## config.mk

```make
export PLATFORM = sky130hd
export DESIGN_NAME = fcull_cell
export DESIGN_NICKNAME = d
export VERILOG_FILES = /design/src/hw/rtl/fcull_pkg.sv /design/src/hw/rtl/fcull_cell.sv
export SDC_FILE = /design/constraint.sdc
export NUM_CORES = 2
export LEC_CHECK = 0
export BUFFER_PORTS_ARGS = -buffer_cell sky130_fd_sc_hd__buf_4
export CAP_MARGIN = 20
export CORE_ASPECT_RATIO = 1.25
export CORE_UTILIZATION = 59
export DETAILED_ROUTE_END_ITERATION = 7
export PLACE_DENSITY = 0.84
export SETUP_SLACK_MARGIN = 0.3
export SLEW_MARGIN = 0
export SYNTH_ARGS = -nofsm -noshare
export SYNTH_HDL_FRONTEND = slang
export SYNTH_SLANG_ARGS = --single-unit
```

## constraint.sdc

```tcl
create_clock -name clock -period 25.7 [get_ports clock]
set_input_delay 1.285 -clock clock [delete_from_list [all_inputs] [get_ports clock]]
set_output_delay 1.285 -clock clock [all_outputs]
set_load 0.03 [all_outputs]
```

## src/hw/rtl/fcull_pkg.sv

```systemverilog
// ----------------------------------------------------------------------------
// Frustum cull package
// Widths, test codes and the types that travel along the chain of plane cells.
// ----------------------------------------------------------------------------
`default_nettype none

package fcull_pkg;

   // Coordinate and coefficient formats.
   localparam int COORD_BITS     = 16;
   localparam int COEF_BITS      = 16;
   localparam int COEF_FRAC_BITS = 14;
   localparam int RAD_BITS       = 15;

   // Plane registers: A, B, C and D packed from the top down.
   localparam int NUM_PLANES   = 6;
   localparam int PLANE_BITS   = 4 * COEF_BITS;
   localparam int CSR_IDX_BITS = 3;

   // One coefficient by one coordinate, and the exact sum of three such
   // products plus the scaled offset.
   localparam int PROD_BITS = COEF_BITS + COORD_BITS;
   localparam int SUM_BITS  = PROD_BITS + 2;

   // Test kinds.
   localparam logic [1:0] FUNC_POINT  = 2'd0;
   localparam logic [1:0] FUNC_SPHERE = 2'd1;
   localparam logic [1:0] FUNC_BOX    = 2'd2;

   // One object under test, with its running verdict.
   typedef struct packed {
      logic [1:0]            func;
      logic [COORD_BITS-1:0] xa;
      logic [COORD_BITS-1:0] ya;
      logic [COORD_BITS-1:0] za;
      logic [COORD_BITS-1:0] xb;
      logic [COORD_BITS-1:0] yb;
      logic [COORD_BITS-1:0] zb;
      logic [RAD_BITS-1:0]   sphere_radius;
      logic                  visible;
   } item_type;

   // What one cell hands to the next.
   typedef struct packed {
      logic     valid;
      item_type item;
   } link_type;

endpackage

`default_nettype wire

```

## src/hw/rtl/fcull_cell.sv

```systemverilog
// ----------------------------------------------------------------------------
// Frustum cull plane cell
// Holds one clip plane and tests each passing object against it in two
// register stages: the three products, then the exact sum and the compare.
// ----------------------------------------------------------------------------
`default_nettype none

module fcull_cell (
   input  wire logic                             clock,
   input  wire logic                             reset,
   input  wire logic                             adv,
   input  wire logic                             plane_we,
   input  wire logic [fcull_pkg::PLANE_BITS-1:0] plane_wdata,
   input  wire fcull_pkg::link_type              link_in,
   output      fcull_pkg::link_type              link_out
);

   localparam int CB = fcull_pkg::COEF_BITS;
   localparam int XB = fcull_pkg::COORD_BITS;
   localparam int PB = fcull_pkg::PROD_BITS;
   localparam int SB = fcull_pkg::SUM_BITS;
   localparam int FB = fcull_pkg::COEF_FRAC_BITS;
   localparam int RB = fcull_pkg::RAD_BITS;

   logic [fcull_pkg::PLANE_BITS-1:0] plane_ff;

   logic signed [CB-1:0] coef_a, coef_b, coef_c, coef_d;
   logic signed [XB-1:0] sel_x, sel_y, sel_z;
   logic signed [PB-1:0] prod_a_in, prod_b_in, prod_c_in;
   logic                 is_box;

   logic                 s1_valid_ff;
   fcull_pkg::item_type  s1_item_ff;
   logic signed [PB-1:0] prod_a_ff, prod_b_ff, prod_c_ff;
   logic signed [CB-1:0] coef_d_ff;

   logic signed [SB-1:0] sum_in, lim_in;
   logic                 reject_in;
   fcull_pkg::item_type  s2_item_in;

   logic                 s2_valid_ff;
   fcull_pkg::item_type  s2_item_ff;

   // The plane this cell tests against.
   always_ff @(posedge clock) begin
      if (reset) begin
         plane_ff <= '0;
      end else if (plane_we) begin
         plane_ff <= plane_wdata;
      end
   end

   assign coef_a = $signed(plane_ff[4*CB-1 -: CB]);
   assign coef_b = $signed(plane_ff[3*CB-1 -: CB]);
   assign coef_c = $signed(plane_ff[2*CB-1 -: CB]);
   assign coef_d = $signed(plane_ff[CB-1:0]);

   // For a box the plane distance is largest at the corner that takes, on
   // each axis, the larger coordinate where the coefficient is not negative
   // and the smaller one otherwise. The box is outside when even that
   // corner is at or below the plane.
   always_comb begin
      is_box = (link_in.item.func == fcull_pkg::FUNC_BOX);
      sel_x  = $signed(link_in.item.xa);
      sel_y  = $signed(link_in.item.ya);
      sel_z  = $signed(link_in.item.za);
      if (is_box) begin
         if (($signed(link_in.item.xb) > $signed(link_in.item.xa)) == !coef_a[CB-1]) begin
            sel_x = $signed(link_in.item.xb);
         end
         if (($signed(link_in.item.yb) > $signed(link_in.item.ya)) == !coef_b[CB-1]) begin
            sel_y = $signed(link_in.item.yb);
         end
         if (($signed(link_in.item.zb) > $signed(link_in.item.za)) == !coef_c[CB-1]) begin
            sel_z = $signed(link_in.item.zb);
         end
      end
      prod_a_in = coef_a * sel_x;
      prod_b_in = coef_b * sel_y;
      prod_c_in = coef_c * sel_z;
   end

   // First stage: products.
   always_ff @(posedge clock) begin
      if (reset) begin
         s1_valid_ff <= 1'b0;
      end else if (adv) begin
         s1_valid_ff <= link_in.valid;
      end
   end

   always_ff @(posedge clock) begin
      if (adv) begin
         s1_item_ff <= link_in.item;
         prod_a_ff  <= prod_a_in;
         prod_b_ff  <= prod_b_in;
         prod_c_ff  <= prod_c_in;
         coef_d_ff  <= coef_d;
      end
   end

   // Exact distance and the limit it must exceed: zero for points and
   // boxes, minus the scaled radius for spheres. An unknown kind is kept.
   always_comb begin
      sum_in = SB'(prod_a_ff) + SB'(prod_b_ff) + SB'(prod_c_ff)
             + $signed({{(SB-CB-FB){coef_d_ff[CB-1]}}, coef_d_ff, {FB{1'b0}}});
      lim_in = '0;
      if (s1_item_ff.func == fcull_pkg::FUNC_SPHERE) begin
         lim_in = -$signed({{(SB-RB-FB){1'b0}}, s1_item_ff.sphere_radius, {FB{1'b0}}});
      end
      reject_in = ((s1_item_ff.func == fcull_pkg::FUNC_POINT) ||
                   (s1_item_ff.func == fcull_pkg::FUNC_SPHERE) ||
                   (s1_item_ff.func == fcull_pkg::FUNC_BOX)) && !(sum_in > lim_in);
      s2_item_in         = s1_item_ff;
      s2_item_in.visible = s1_item_ff.visible & ~reject_in;
   end

   // Second stage: updated verdict.
   always_ff @(posedge clock) begin
      if (reset) begin
         s2_valid_ff <= 1'b0;
      end else if (adv) begin
         s2_valid_ff <= s1_valid_ff;
      end
   end

   always_ff @(posedge clock) begin
      if (adv) begin
         s2_item_ff <= s2_item_in;
      end
   end

   assign link_out.valid = s2_valid_ff;
   assign link_out.item  = s2_item_ff;

   // A word rejected by an earlier plane stays rejected.
   a_visible_sticky: assert property (@(posedge clock) disable iff (reset)
      (adv && s1_valid_ff && !s1_item_ff.visible) |=> !s2_item_ff.visible)
      else $error("fcull_cell: rejected word revived");

   // A word entering while the chain moves reaches the first stage.
   a_enter: assert property (@(posedge clock) disable iff (reset)
      (adv && link_in.valid) |=> s1_valid_ff)
      else $error("fcull_cell: word lost at entry");

   // A held chain keeps its words in place.
   a_hold: assert property (@(posedge clock) disable iff (reset)
      !adv |=> ($stable(s1_valid_ff) && $stable(s2_valid_ff)))
      else $error("fcull_cell: stage moved while held");

endmodule

`default_nettype wire

```

* Word-level counts from Yosys, hierarchy flattened *
Cells that the tools add are included.

operators by class
  div/mod/pow operators = 0
  equality and inequality tests = 6
  order comparisons = 4
  bitwise operators = 2
  $add $sub $neg = 4
  mux-type cells = 7
  reduce and logical (&&, ||, !) cells = 8
  multipliers = 3
  shift-type cells = 0

operators by type and width
  operator                                        count
  multiplier 16 x 16 -> 32 bit                    3
  2-to-1 mux 16 bit                               6
  greater-than comparator 16 bit                  3
  adder 33 x 32 -> 34 bit                         1
  adder 34 x 30 -> 34 bit                         1
  greater-than comparator 34 bit                  1
  2-to-1 mux 34 bit                               1
  negator 29 -> 34 bit                            1
  adder 32 x 32 -> 33 bit                         1
  == test 2 bit (second input constant)           2
  logical NOT 1 bit                               4
  == test 1 bit                                   3
  == test 2 x 1 -> 1 bit (second input constant)  1
  logical NOT 2 bit                               1
  logical OR 1 bit                                2
  AND 1 bit                                       1
  logical AND 1 bit                               1
  inverter 1 bit                                  1

storage, ports and cells
  register bits = 406
  memory bits (read-only) = 0
  logic and storage cells = 59
  latch bits = 0
  memories = 0
  output and inout bits = 115
  input port bits = 183
  RAM bits = 0

* Depth between registers and ports, before layout *
  depth in word-level cells = 8
  mapped depth = 34

* Worst setup path before layout *
No wires, ideal clock.

  path kind = in2reg
  from = in link_in[89] (netlist bit)
  to = reg prod_b_ff[30], data pin
  cell stages on the path = 30
  path slack = 16.314 ns
  buffers on the path = 2
  data required time = 25.443 ns
  library setup time = 0.257 ns
  arrival = 9.129 ns
  cell sequence = inv_1 -> ha_1 -> a21oi_1 -> o221ai_1 -> a21oi_1 -> o21bai_1 -> or3_1 -> o211ai_1 -> mux2i_2 -> buf_2 -> mux2_2 -> buf_2 -> and2_1 -> fa_1 -> fa_1 -> fa_1 -> fa_1 -> fa_1 -> inv_1 -> fa_1 -> inv_1 -> ha_1 -> and3_1 -> nand3_1 -> a2111oi_0 -> o41a_1 -> a31oi_1 -> o2111ai_1 -> a21o_1 -> xor2_1

between the ends
  longest elaborated chain between the ends = 5

ends and longest elaborated chain
  what                            RTL line          source
  start, declared                 fcull_cell.sv:14  input wire fcull_pkg::link_type link_in,
  greater-than comparator 16 bit  fcull_cell.sv:71  if (($signed(link_in.item.yb) > $signed(link_in.item.ya)) == !coef_b[CB-1]) begin
  == test 1 bit                   fcull_cell.sv:71
  2-to-1 mux 16 bit               fcull_cell.sv:71
  2-to-1 mux 16 bit *             fcull_cell.sv:67  if (is_box) begin
  multiplier 16 x 16 -> 32 bit *  fcull_cell.sv:79  prod_b_in = coef_b * sel_y;
  named net prod_b_in[30]         fcull_cell.sv:29  logic signed [PB-1:0] prod_a_in, prod_b_in, prod_c_in;
  end signal, assigned            fcull_cell.sv:96  prod_b_ff <= prod_b_in;
  end, declared                   fcull_cell.sv:34  logic signed [PB-1:0] prod_a_ff, prod_b_ff, prod_c_ff;

Mark *: on every way through the listed nets, which the timed path passes. The rest lies on a longest branch.
A chain may end at the register's enable or synchronous reset.

* Worst setup path after layout *
  from = in link_in[95] (netlist bit)
  to = reg prod_b_ff[30], data pin

The elaborated chain is that of the path after synthesis.

==> results.md <==
- Post-DP Area: 50900 um2
- Max transition margin: 27.2%
- Port bufs: 297
- Starting Density: 59.4%
- Clock Tree Root: clkbuf_16
- Layout cells sized above 1: 9.56%
- Most frequent CP cell: fa_1
- Core area: 80000 um2
- Drt pass-1 iters: 5
- CTS hold repair buffers: 0
- 1st-iter DRT viols: 2024
- Mapped Nets: 5812
- Most frequent cells in the layout: inv_1 (922), fa_1 (838), nand2_1 (367), ha_1 (359), edfxtp_1 (340)
- Rows: 116
- Crit path capture type: register
- Final net count: 6064
- Clk_lat worst skew: 0.62 ns
- CTS tree: done
- GP Congestion: 0.890
- Tcrit/Tclk final: 37.3%
- Crit-path max cell delay: 0.95 ns
- Fin Setup TNS: 0 ns
- H-Tree Depth: 2
- Area of the mapped netlist: 47500 um2
- CP Max Fanout: 17
- Tmin final: 9.58 ns
- Worst Max-Slew Pin Slew: 1.09 ns
- Post-CTS resize count: 0
- Number of synthesized flops with an enable pin: 340
- Reg clk slew, reported paths: 0.07 ns
- RSZ-0062 raised after global routing: false
- Register area share after synthesis: 24.3%
- Number of remaining DRC errors: 0
- TritonCTS Buffers: 43
- CP Class: input pin to register
- CTS max path bufs: 3
- Area growth, synth to finish: 9.95%
- Max-cap check violation count: 0
- Pwr dens: 130 nW/um2
- Post-route antenna net violation count: 0
- # IOs: 298
- Syn_area_per_cell: 10.7 um2
- #FFs+latches synth: 406
- Dominant synthesized flop cell: edfxtp_1
- Number of vias per cell: 5.57
- Drt wl/cell: 19.1 um
- Startpoint types: input pin
- Largest net degree at the start of global routing: 115
- Final setup violation count: 0
- VDD IR max: 0.169 mV
- Hold WC Path Type: register to register
- CP required: 26.15 ns
- Post-synth cell types: 70
- Overall Global Routing Usage: 28.3%
- Final Hold Violating Endpoints: 0
- Design Area, Final: 52300 um2
- DR vias: 32200
- Initial antenna violation count: 2
- Outcome: finished, final reports clean
- Most common cell after layout, fill and taps aside: inv_1
- Width of the die: 256 um
- Setup Skew: 0.0245 ns
- Worst path slowest cell: fa_1
- First-pass GRT wire length: 182000 um
- Die area: 81700 um2
- CTS sink cnt: 406
- Grt total ovfl: 0
- Synth Instances: 4432
- Die height: 319 um
- Final Max Tran Viols: 0
- YS warnings: 0
- Leak Pwr: 25.1 nW
- Reg2Reg Setup Slack: 17.41 ns
- Wirelength, routed: 111000 um
- Peak Freq: 104 MHz
- Detailed Place HPWL: 88800 um
- Vias in the first global route: 35400
- Critical path arrival: 10.03 ns
- Asr flop ratio synth: 0%
- Setup repair bufs after CTS: 0
[cell usage after synthesis (4+ instances only)]
master | count | area share [%]
a211oi_1 | 12 | 0.19
and4_1 | 6 | 0.11
clkbuf_1 | 104 | 0.82
nor4_1 | 5 | 0.066
nor2b_1 | 252 | 3.3
edfxtp_1 | 340 | 21
a31oi_1 | 13 | 0.17
dfxtp_1 | 66 | 2.8
nand4b_1 | 4 | 0.074
o211ai_1 | 13 | 0.21
mux2i_1 | 90 | 1.9
a21oi_1 | 104 | 1.1
o21ai_0 | 57 | 0.60
o311ai_0 | 4 | 0.074
a311oi_1 | 4 | 0.074
nand4_1 | 17 | 0.22
a2111oi_0 | 6 | 0.11
or3_1 | 9 | 0.12
and3_1 | 16 | 0.21
nor2_1 | 174 | 1.4
a221o_1 | 4 | 0.084
nand2b_1 | 52 | 0.68
or2_2 | 18 | 0.24
a221oi_1 | 4 | 0.074
o41ai_1 | 4 | 0.074
xnor2_1 | 106 | 2.0
and2_1 | 163 | 2.1
a21o_1 | 62 | 0.98
o31a_1 | 4 | 0.074
nor3_1 | 30 | 0.32
nand3_1 | 29 | 0.31
xor2_1 | 27 | 0.50
nand2_1 | 367 | 2.9
inv_1 | 922 | 7.3
mux2_2 | 29 | 0.69
ha_1 | 359 | 9.5
buf_2 | 13 | 0.14
or4_1 | 4 | 0.063
fa_1 | 838 | 35
o21bai_1 | 15 | 0.24
o21a_1 | 32 | 0.51
a31o_2 | 4 | 0.074
o2111ai_1 | 5 | 0.092
[metal layers]
layer	wire length, um	vias to the layer above	track usage, %
li1	-	14400	-
met1	41100	16400	34.2
met2	57000	1171	49.8
met3	6800	310	4.06
met4	5660	0	13.7
met5	0	-	0
[critical path: cells and delay by family]
family                   cells  cell delay (ns)
buffers and inverters        4             0.24
adder cells (fa/ha/maj)      8             4.36
XOR/XNOR                     1             0.18
AO/OA/AOI/OAI                8             1.86
AND/OR/NAND/NOR              6             1.16
multiplexers                 2             0.93
[cells by family after synthesis]
family / after synthesis / synth area share [%]
DFF: 406 / 24.3
AOI/OAI and AO/OA: 378 / 5.31
muxes: 122 / 2.69
adders and majority gates: 1197 / 44.7
xor gates and xnor gates: 133 / 2.45
and+or+nand+nor: 1152 / 12.3
buffers and inverters: 1044 / 8.29
[report_power, final]
group | internal (mW) | switching [mW] | leakage [nW]
clock network | 0.351 | 0.276 | 0.668
registers | 0.964 | 0.102 | 3.89
logic | 2.21 | 2.90 | 20.5
total | 3.53 | 3.28 | 25.1
[worst paths after layout]
check                  from             to  depth (start not counted)
min          s1_item_ff[34]   link_out[34]                          0
max reg2reg    plane_ff[47]  prod_b_ff[30]                         21
min reg2reg  s1_item_ff[34]   link_out[34]                          0
max             link_in[95]  prod_b_ff[30]                         29
[sequential cells by signal, indices dropped and copies added (netlist names)]
signal,count
plane_ff,64
s1_item_ff,114
link_out,114
prod_a_ff,32
coef_d_ff,16
s2_valid_ff,1
s1_valid_ff,1
prod_c_ff,32
prod_b_ff,32
[stage by stage]
| stage | worst slack, ns | hold slack (ns) | power, mW | cells | utilization (%) |
|---|---|---|---|---|---|
| after floorplan | 16.31 | 0.400 | 4.85 | 4432 | - |
| after CTS | 16.22 | 0.400 | 6.83 | 5780 | 65.3 |
| after global routing | 15.68 | 0.421 | 7.48 | 5782 | 65.3 |
| final | 16.12 | 0.408 | 6.81 | 5782 | 65.3 |
| after detailed placement | 15.58 | 0.405 | 6.13 | 5701 | 63.6 |
| after global placement | 15.77 | 0.401 | 5.96 | 5701 | 63.6 |
[area by class of cell]
cell class	count	area, um2
inverter	922	3460
sequential	406	11500
antenna	2	5.00
clock buffer	61	1200
timing repair buffer	329	2480
tap	1062	1330
clock inverter	18	191
multi-input combinational	2982	32100
fill	5935	27700
Note: power is estimated with default switching activity, not from simulation.
